<file path="src/bvs_pkg.sv">
// Shared types and constants for the bounded vector store.
// Used by the controller and the top level; no dependencies.
package bvs_pkg;

   localparam int ACT_W   = 3;
   localparam int POS_W   = 10;
   localparam int DATA_W  = 32;
   localparam int COUNT_W = 11;
   localparam int STAT_W  = 2;

   // Request action codes
   typedef enum logic [ACT_W-1:0] {
      ACT_APPEND    = 3'd0,
      ACT_READ      = 3'd1,
      ACT_WRITE     = 3'd2,
      ACT_REMOVE_AT = 3'd3,
      ACT_REMOVE_EQ = 3'd4
   } action_type;

   // Response status codes
   typedef enum logic [STAT_W-1:0] {
      STATUS_OK     = 2'd0,
      STATUS_BOUNDS = 2'd1,
      STATUS_FULL   = 2'd2
   } status_type;

   // One response as it leaves the controller
   typedef struct packed {
      status_type         status;
      logic [DATA_W-1:0]  read_value;
      logic [COUNT_W-1:0] element_count;
   } result_type;

endpackage

</file>
<file path="src/bvs_ctrl.sv">
// Request sequencer: decodes actions, drives the element RAM and walks it for removals.
// Depends on bvs_pkg.
module bvs_ctrl import bvs_pkg::*; #(
   parameter int CAPACITY = 1024
) (
   input  logic                        clock,
   input  logic                        reset,
   input  logic                        req_valid,
   output logic                        req_stall,
   input  logic [ACT_W-1:0]            req_action,
   input  logic [POS_W-1:0]            req_position,
   input  logic [DATA_W-1:0]           req_value,
   input  logic                        out_free,
   output logic                        res_valid,
   output result_type                  res,
   output logic                        mem_wr_en,
   output logic [$clog2(CAPACITY)-1:0] mem_wr_addr,
   output logic [DATA_W-1:0]           mem_wr_data,
   output logic                        mem_rd_en,
   output logic [$clog2(CAPACITY)-1:0] mem_rd_addr,
   input  logic [DATA_W-1:0]           mem_rd_data
);

   localparam int AW    = $clog2(CAPACITY);
   localparam int CNT_W = $clog2(CAPACITY + 1);
   localparam int CMP_W = (CNT_W > POS_W) ? CNT_W : POS_W;

   typedef enum logic [3:0] {
      S_IDLE = 4'b0001,
      S_EXEC = 4'b0010,
      S_LOOP = 4'b0100,
      S_HOLD = 4'b1000
   } state_type;

   state_type         state_ff, state_in;
   action_type        act_ff, act_in;
   logic [POS_W-1:0]  pos_ff, pos_in;
   logic [DATA_W-1:0] val_ff, val_in;
   logic [CNT_W-1:0]  count_ff, count_in;
   logic [CNT_W-1:0]  rd_ptr_ff, rd_ptr_in;
   logic [CNT_W-1:0]  wr_ptr_ff, wr_ptr_in;
   logic              rd_pend_ff, rd_pend_in;
   status_type        hold_status_ff, hold_status_in;
   logic [DATA_W-1:0] hold_data_ff, hold_data_in;

   logic              in_bounds;
   logic              full;
   logic              done;
   status_type        done_status;
   logic [DATA_W-1:0] done_data;

   assign in_bounds = CMP_W'(pos_ff) < CMP_W'(count_ff);
   assign full      = count_ff == CNT_W'(CAPACITY);
   assign req_stall = state_ff != S_IDLE;

   // Sequence one request at a time through the RAM
   always_comb begin
      state_in       = state_ff;
      act_in         = act_ff;
      pos_in         = pos_ff;
      val_in         = val_ff;
      count_in       = count_ff;
      rd_ptr_in      = rd_ptr_ff;
      wr_ptr_in      = wr_ptr_ff;
      rd_pend_in     = rd_pend_ff;
      hold_status_in = hold_status_ff;
      hold_data_in   = hold_data_ff;
      mem_rd_en      = 1'b0;
      mem_rd_addr    = AW'(rd_ptr_ff);
      mem_wr_en      = 1'b0;
      mem_wr_addr    = AW'(wr_ptr_ff);
      mem_wr_data    = mem_rd_data;
      done           = 1'b0;
      done_status    = STATUS_OK;
      done_data      = '0;
      res_valid      = 1'b0;
      res.status        = hold_status_ff;
      res.read_value    = hold_data_ff;
      res.element_count = COUNT_W'(count_ff);

      unique case (state_ff)
         S_IDLE: begin
            // Read ahead at the requested position so a read finishes next cycle
            mem_rd_en   = 1'b1;
            mem_rd_addr = AW'(req_position);
            if (req_valid) begin
               act_in   = action_type'(req_action);
               pos_in   = req_position;
               val_in   = req_value;
               state_in = S_EXEC;
            end
         end
         S_EXEC: begin
            unique case (act_ff)
               ACT_APPEND: begin
                  done = 1'b1;
                  if (full) begin
                     done_status = STATUS_FULL;
                  end else begin
                     mem_wr_en   = 1'b1;
                     mem_wr_addr = AW'(count_ff);
                     mem_wr_data = val_ff;
                     count_in    = count_ff + CNT_W'(1);
                  end
               end
               ACT_READ: begin
                  done = 1'b1;
                  if (in_bounds) begin
                     done_data = mem_rd_data;
                  end else begin
                     done_status = STATUS_BOUNDS;
                  end
               end
               ACT_WRITE: begin
                  done = 1'b1;
                  if (in_bounds) begin
                     mem_wr_en   = 1'b1;
                     mem_wr_addr = AW'(pos_ff);
                     mem_wr_data = val_ff;
                  end else begin
                     done_status = STATUS_BOUNDS;
                  end
               end
               ACT_REMOVE_AT: begin
                  if (in_bounds) begin
                     rd_ptr_in  = CNT_W'(pos_ff) + CNT_W'(1);
                     wr_ptr_in  = CNT_W'(pos_ff);
                     rd_pend_in = 1'b0;
                     state_in   = S_LOOP;
                  end else begin
                     done        = 1'b1;
                     done_status = STATUS_BOUNDS;
                  end
               end
               ACT_REMOVE_EQ: begin
                  rd_ptr_in  = '0;
                  wr_ptr_in  = '0;
                  rd_pend_in = 1'b0;
                  state_in   = S_LOOP;
               end
               default: begin
                  done = 1'b1;
               end
            endcase
         end
         S_LOOP: begin
            // Write back the element read last cycle if it is kept
            if (rd_pend_ff && (act_ff == ACT_REMOVE_AT || mem_rd_data != val_ff)) begin
               mem_wr_en   = 1'b1;
               mem_wr_addr = AW'(wr_ptr_ff);
               mem_wr_data = mem_rd_data;
               wr_ptr_in   = wr_ptr_ff + CNT_W'(1);
            end
            // Advance the read pointer; finish once the pipe is drained
            if (rd_ptr_ff < count_ff) begin
               mem_rd_en   = 1'b1;
               mem_rd_addr = AW'(rd_ptr_ff);
               rd_ptr_in   = rd_ptr_ff + CNT_W'(1);
               rd_pend_in  = 1'b1;
            end else begin
               rd_pend_in = 1'b0;
               if (!rd_pend_ff) begin
                  done     = 1'b1;
                  count_in = wr_ptr_ff;
               end
            end
         end
         S_HOLD: begin
            if (out_free) begin
               res_valid = 1'b1;
               state_in  = S_IDLE;
            end
         end
         default: begin
            state_in = S_IDLE;
         end
      endcase

      // Hand the result to the output register, or hold it while that is busy
      if (done) begin
         if (out_free) begin
            res_valid         = 1'b1;
            res.status        = done_status;
            res.read_value    = done_data;
            res.element_count = COUNT_W'(count_in);
            state_in          = S_IDLE;
         end else begin
            hold_status_in = done_status;
            hold_data_in   = done_data;
            state_in       = S_HOLD;
         end
      end
   end

   // Control state
   always_ff @(posedge clock) begin
      if (reset) begin
         state_ff   <= S_IDLE;
         count_ff   <= '0;
         rd_pend_ff <= 1'b0;
      end else begin
         state_ff   <= state_in;
         count_ff   <= count_in;
         rd_pend_ff <= rd_pend_in;
      end
   end

   // Request and walk registers
   always_ff @(posedge clock) begin
      act_ff         <= act_in;
      pos_ff         <= pos_in;
      val_ff         <= val_in;
      rd_ptr_ff      <= rd_ptr_in;
      wr_ptr_ff      <= wr_ptr_in;
      hold_status_ff <= hold_status_in;
      hold_data_ff   <= hold_data_in;
   end

endmodule

</file>
<file path="config.mk">
export PLATFORM = sky130hd
export DESIGN_NAME = bvs_ctrl
export DESIGN_NICKNAME = d
export VERILOG_FILES = /design/src/bvs_pkg.sv /design/src/bvs_ctrl.sv
export SDC_FILE = /design/constraint.sdc
export NUM_CORES = 1
export LEC_CHECK = 0
export BUFFER_PORTS_ARGS = -buffer_cell sky130_fd_sc_hd__buf_2
export CORE_MARGIN = 2
export CORE_UTILIZATION = 32
export DETAILED_ROUTE_END_ITERATION = 16
export GPL_ROUTABILITY_DRIVEN = 0
export PLACE_DENSITY = 0.49
export SLEW_MARGIN = 20
export SYNTH_ARGS = -nofsm -noshare
export SYNTH_HDL_FRONTEND = slang
export SYNTH_SLANG_ARGS = --single-unit
</file>
<file path="constraint.sdc">
create_clock -name clock -period 5.59 [get_ports clock]
set_input_delay 0.2795 -clock clock [delete_from_list [all_inputs] [get_ports clock]]
set_output_delay 0.2795 -clock clock [all_outputs]
set_load 0.05 [all_outputs]
</file>
==> parameters.txt <==
Parameter                              Value

Global routing
  Wire length of the first global-routing pass    34,760 µm
  Largest net degree at the start of global routing    37
  Vias in the first global route    roughly 6,100
  Global route overflow    0
  Antenna violations before repair    1
  Global-route usage over all layers    19.21%

Critical path
  Crit path buffers/inverters    3
  Total stage count of the critical path    10
  Logic depth of the worst register-to-register path    7
  Data arrival time of the critical path    between 4000 and 5000 ps
  Max stage delay on crit path    between 800 and 900 ps
  CP max FO    28
  Worst setup SP type    flop
  Cell with the biggest individual delay on the critical path    a211oi_2
  Worst path top cell family by delay    compound AO/OA/AOI/OAI gates
  Class of the most critical setup path    reg2out
  Req. time, crit path    between 5000 and 6000 ps
  Critical Path, Cell by Cell    inv_1, ha_1, a21o_1, a221o_1, a41o_1, a211oi_2, o21bai_4, buf_4, mux2_2, buf_2
  Sort of element at the end of the critical path    output pin

Clock network
  Library cell used as clock root buffer    clkbuf_16
  Clock insertion delay at the later pin of the skew report    between 400 and 500 ps
  Worst-case clock buffer depth    2
  CTS tree    yes
  Clock buffer count from CTS    17
  Clock Sink Count    about 120
  Count of hold buffers inserted by post-cts repair    0
  Clock-pin slew on the worst setup and hold paths    ~60 ps
  Number of cells upsized or downsized after cts    0
  Setup Fix Bufs, Post-CTS    0
  CTS H-tree depth    4

Logic synthesis
  Cells after Synth    640
  Post-synthesis instance area    between 0.007 and 0.008 mm²
  Avg Cell Area, Syn    between 10 and 15 µm²
  Sequential share of the synthesized area    between 40% and 50%
  Number of flops mapped to enable cells by yosys    around 100
  Number of unique standard cell types used by synthesis    between 50 and 60
  Top_reg_cell synth    edfxtp_1
  Number of synthesis warnings    0
  Number of nets in the synthesized netlist    ~750
  #FFs+latches synth    117
  Share of async-settable or async-resettable flops after synthesis    0%

Timing
  Fin Setup TNS    0 ps
  RSZ-0062 raised after global routing    false
  Final count of hold timing violations    0
  Worst Skew    16.92 ps
  Ratio of final minimum period to clock period    about 83%
  Relative slew margins    between 20% and 30%
  Period minus WS final    ~4700 ps
  Final setup violating endpoints    0
  Final max-slew violation count    0
  Fmax    approximately 0.21 GHz
  Slew @ Worst Pin    around 1100 ps

Floorplanning
  Die outline area    between 0.02 and 0.025 mm²
  Placeable core area    about 0.022 mm²
  Initial cell density of the core    32.51%
  Chip Width    around 150 µm
  Height of the chip    ~150 µm
  Number of primary I/O pins    182
  Row cnt    54

Flow run
  Max cap viols    0

Status
  Result of the run    completed

Detailed routing
  Detailed Routing Iterations Pass 1    6
  Routed via count    just under 6,000
  Antenna-violating nets left    0
  Via density per instance    approximately 5.2
  Drt wl/cell    between 20 and 25 µm
  DRC violation count after routing    0
  Violation count after the first detailed-routing iteration    approximately 530
  WL final    roughly 23,000 µm

Cells and area
  Most frequent cells in the layout    buf_2 (181), edfxtp_1 (101), nand2_1 (63), mux2_2 (39), and2_1 (37)
  Most frequent standard cell in the layout excluding fill and tap cells    buf_2
  Final layout net count    a little over 900
  Layout Area Growth over Synthesis    25.94%
  Layout cell share with drive strength beyond 1    around a third
  Finished layout cell area    ~0.0089 mm²

Pwr
  Total power per unit cell area    288.9 mW/mm²
  Highest ir drop seen on vdd    0.2059 mV
  Leakage component of the power    roughly 3.5 nW
  Total power of the final layout    ~2.6 mW

Hold path
  Class of the tightest hold or removal check    in2reg
  Cell depth of the worst hold path    1

Placement
  Total of buffers placed on input and output ports    181
  Post-placement cell area    0.008337 mm²
  HPWL after DPL    between 15,000 and 20,000 µm
report_power, final:
group | internal [mW] | switching (mW) | total [mW]
Sequential | 1.00 | 0.0422 | 1.04
Combinational | 0.126 | 0.292 | 0.418
Clock | 0.670 | 0.451 | 1.12
synth_stat cells (2+ instances only):
cell type    n  area [µm²]
edfxtp_1   101        3033
nand2_1     63       236.5
mux2_2      39       439.2
and2_1      38       237.7
xnor2_1     31       271.5
xor2_1      30       262.8
mux2_1      27       304.0
ha_1        24       300.3
o21ai_0     23       115.1
nor2_1      22       82.58
inv_1       19       71.32
nand3_1     19       95.09
a21oi_1     18       90.09
dfxtp_1     16       320.3
clkbuf_1    14       52.55
o22ai_1     13       81.33
a22oi_1     12       90.09
nand4_1     11       68.82
nor3_1      11       55.05
o2bb2ai_1   11       96.34
a22o_1      10       87.58
and3_1       9       56.30
buf_2        7       35.03
a21o_1       6       45.04
nor4_1       6       37.54
o21ba_2      5       50.05
buf_6        4       45.04
o21a_1       4       30.03
a31oi_1      3       18.77
mux2i_1      3       30.03
nor2b_1      3       18.77
o211ai_1     3       22.52
a32oi_1      2       17.52
a41oi_1      2       17.52
and4_1       2       17.52
nand2b_1     2       12.51
nand3b_1     2       15.01
nor4b_1      2       17.52
nor4b_2      2       30.03
or4b_1       2       20.02
layout make-up:
type	instances	area, µm²
antenna	1	2.502
clock buffer	18	429.2
clock inverter	14	167.7
fill	2171	12890
inverter	19	71.32
multi-input combinational	478	3581
sequential	117	3353
tap	280	350.3
timing repair buffer	190	980.9
registers in the layout, summed over array words and instances (netlist names):
signal / cells
hold_status_ff: 2
pos_ff: 10
state_ff: 4
act_ff: 3
rd_pend_ff: 1
val_ff: 32
rd_ptr_ff: 11
wr_ptr_ff: 11
count_ff: 11
hold_data_ff: 32
per-stage QoR:
step	cells	setup WS [ps]	util, %	hold slack (ps)
final	1117	930.7	40.95	22.73
after global routing	1117	823.5	40.95	16.18
after CTS	1116	1022	40.94	12.76
after detailed placement	1084	1490	38.20	457.6
after global placement	1083	1473	38.10	458.1
after floorplan	640	1800	-	351.1
worst reg2reg max path, cell delays in order, from the launching register on:
cell and delay [ps]:
dfxtp_1 370, or4b_1 1020, nor2_1 310, nand2b_1 120, o41ai_2 60, buf_4 290, nor2_1 110, nor2_4 830
layer usage:
metal	track usage, %	vias up	part of all wire, %
met3	4.310	33	6.5
met2	30.32	218	46
li1	-	2763	-
met1	26.12	2805	45
met5	0	-	0
met4	6.570	0	1.8
cells by family (layout without fill, tap and decap cells):
logic type	Yosys count	after routing	share of synthesized area (%)
xor gates and xnor gates	61	61	7.530
muxes	69	69	10.90
AOI/OAI and AO/OA	125	125	12.47
buffers and inverters	45	241	2.945
and+or+nand+nor	199	199	14.67
DFF	117	117	47.26
adders and majority gates	24	24	4.232
other	0	1	0
path summary, 6_finish.rpt:
path	startpoint	to	slack [ps]
setup / recovery	count_ff[4]	mem_wr_data[25]	930
hold / removal	req_value[15]	val_ff[15]	20
setup reg to reg	state_ff[3]	hold_status_ff[1]	2090
hold reg to reg	count_ff[10]	count_ff[10]	550
(Power assumes the default switching activity.)
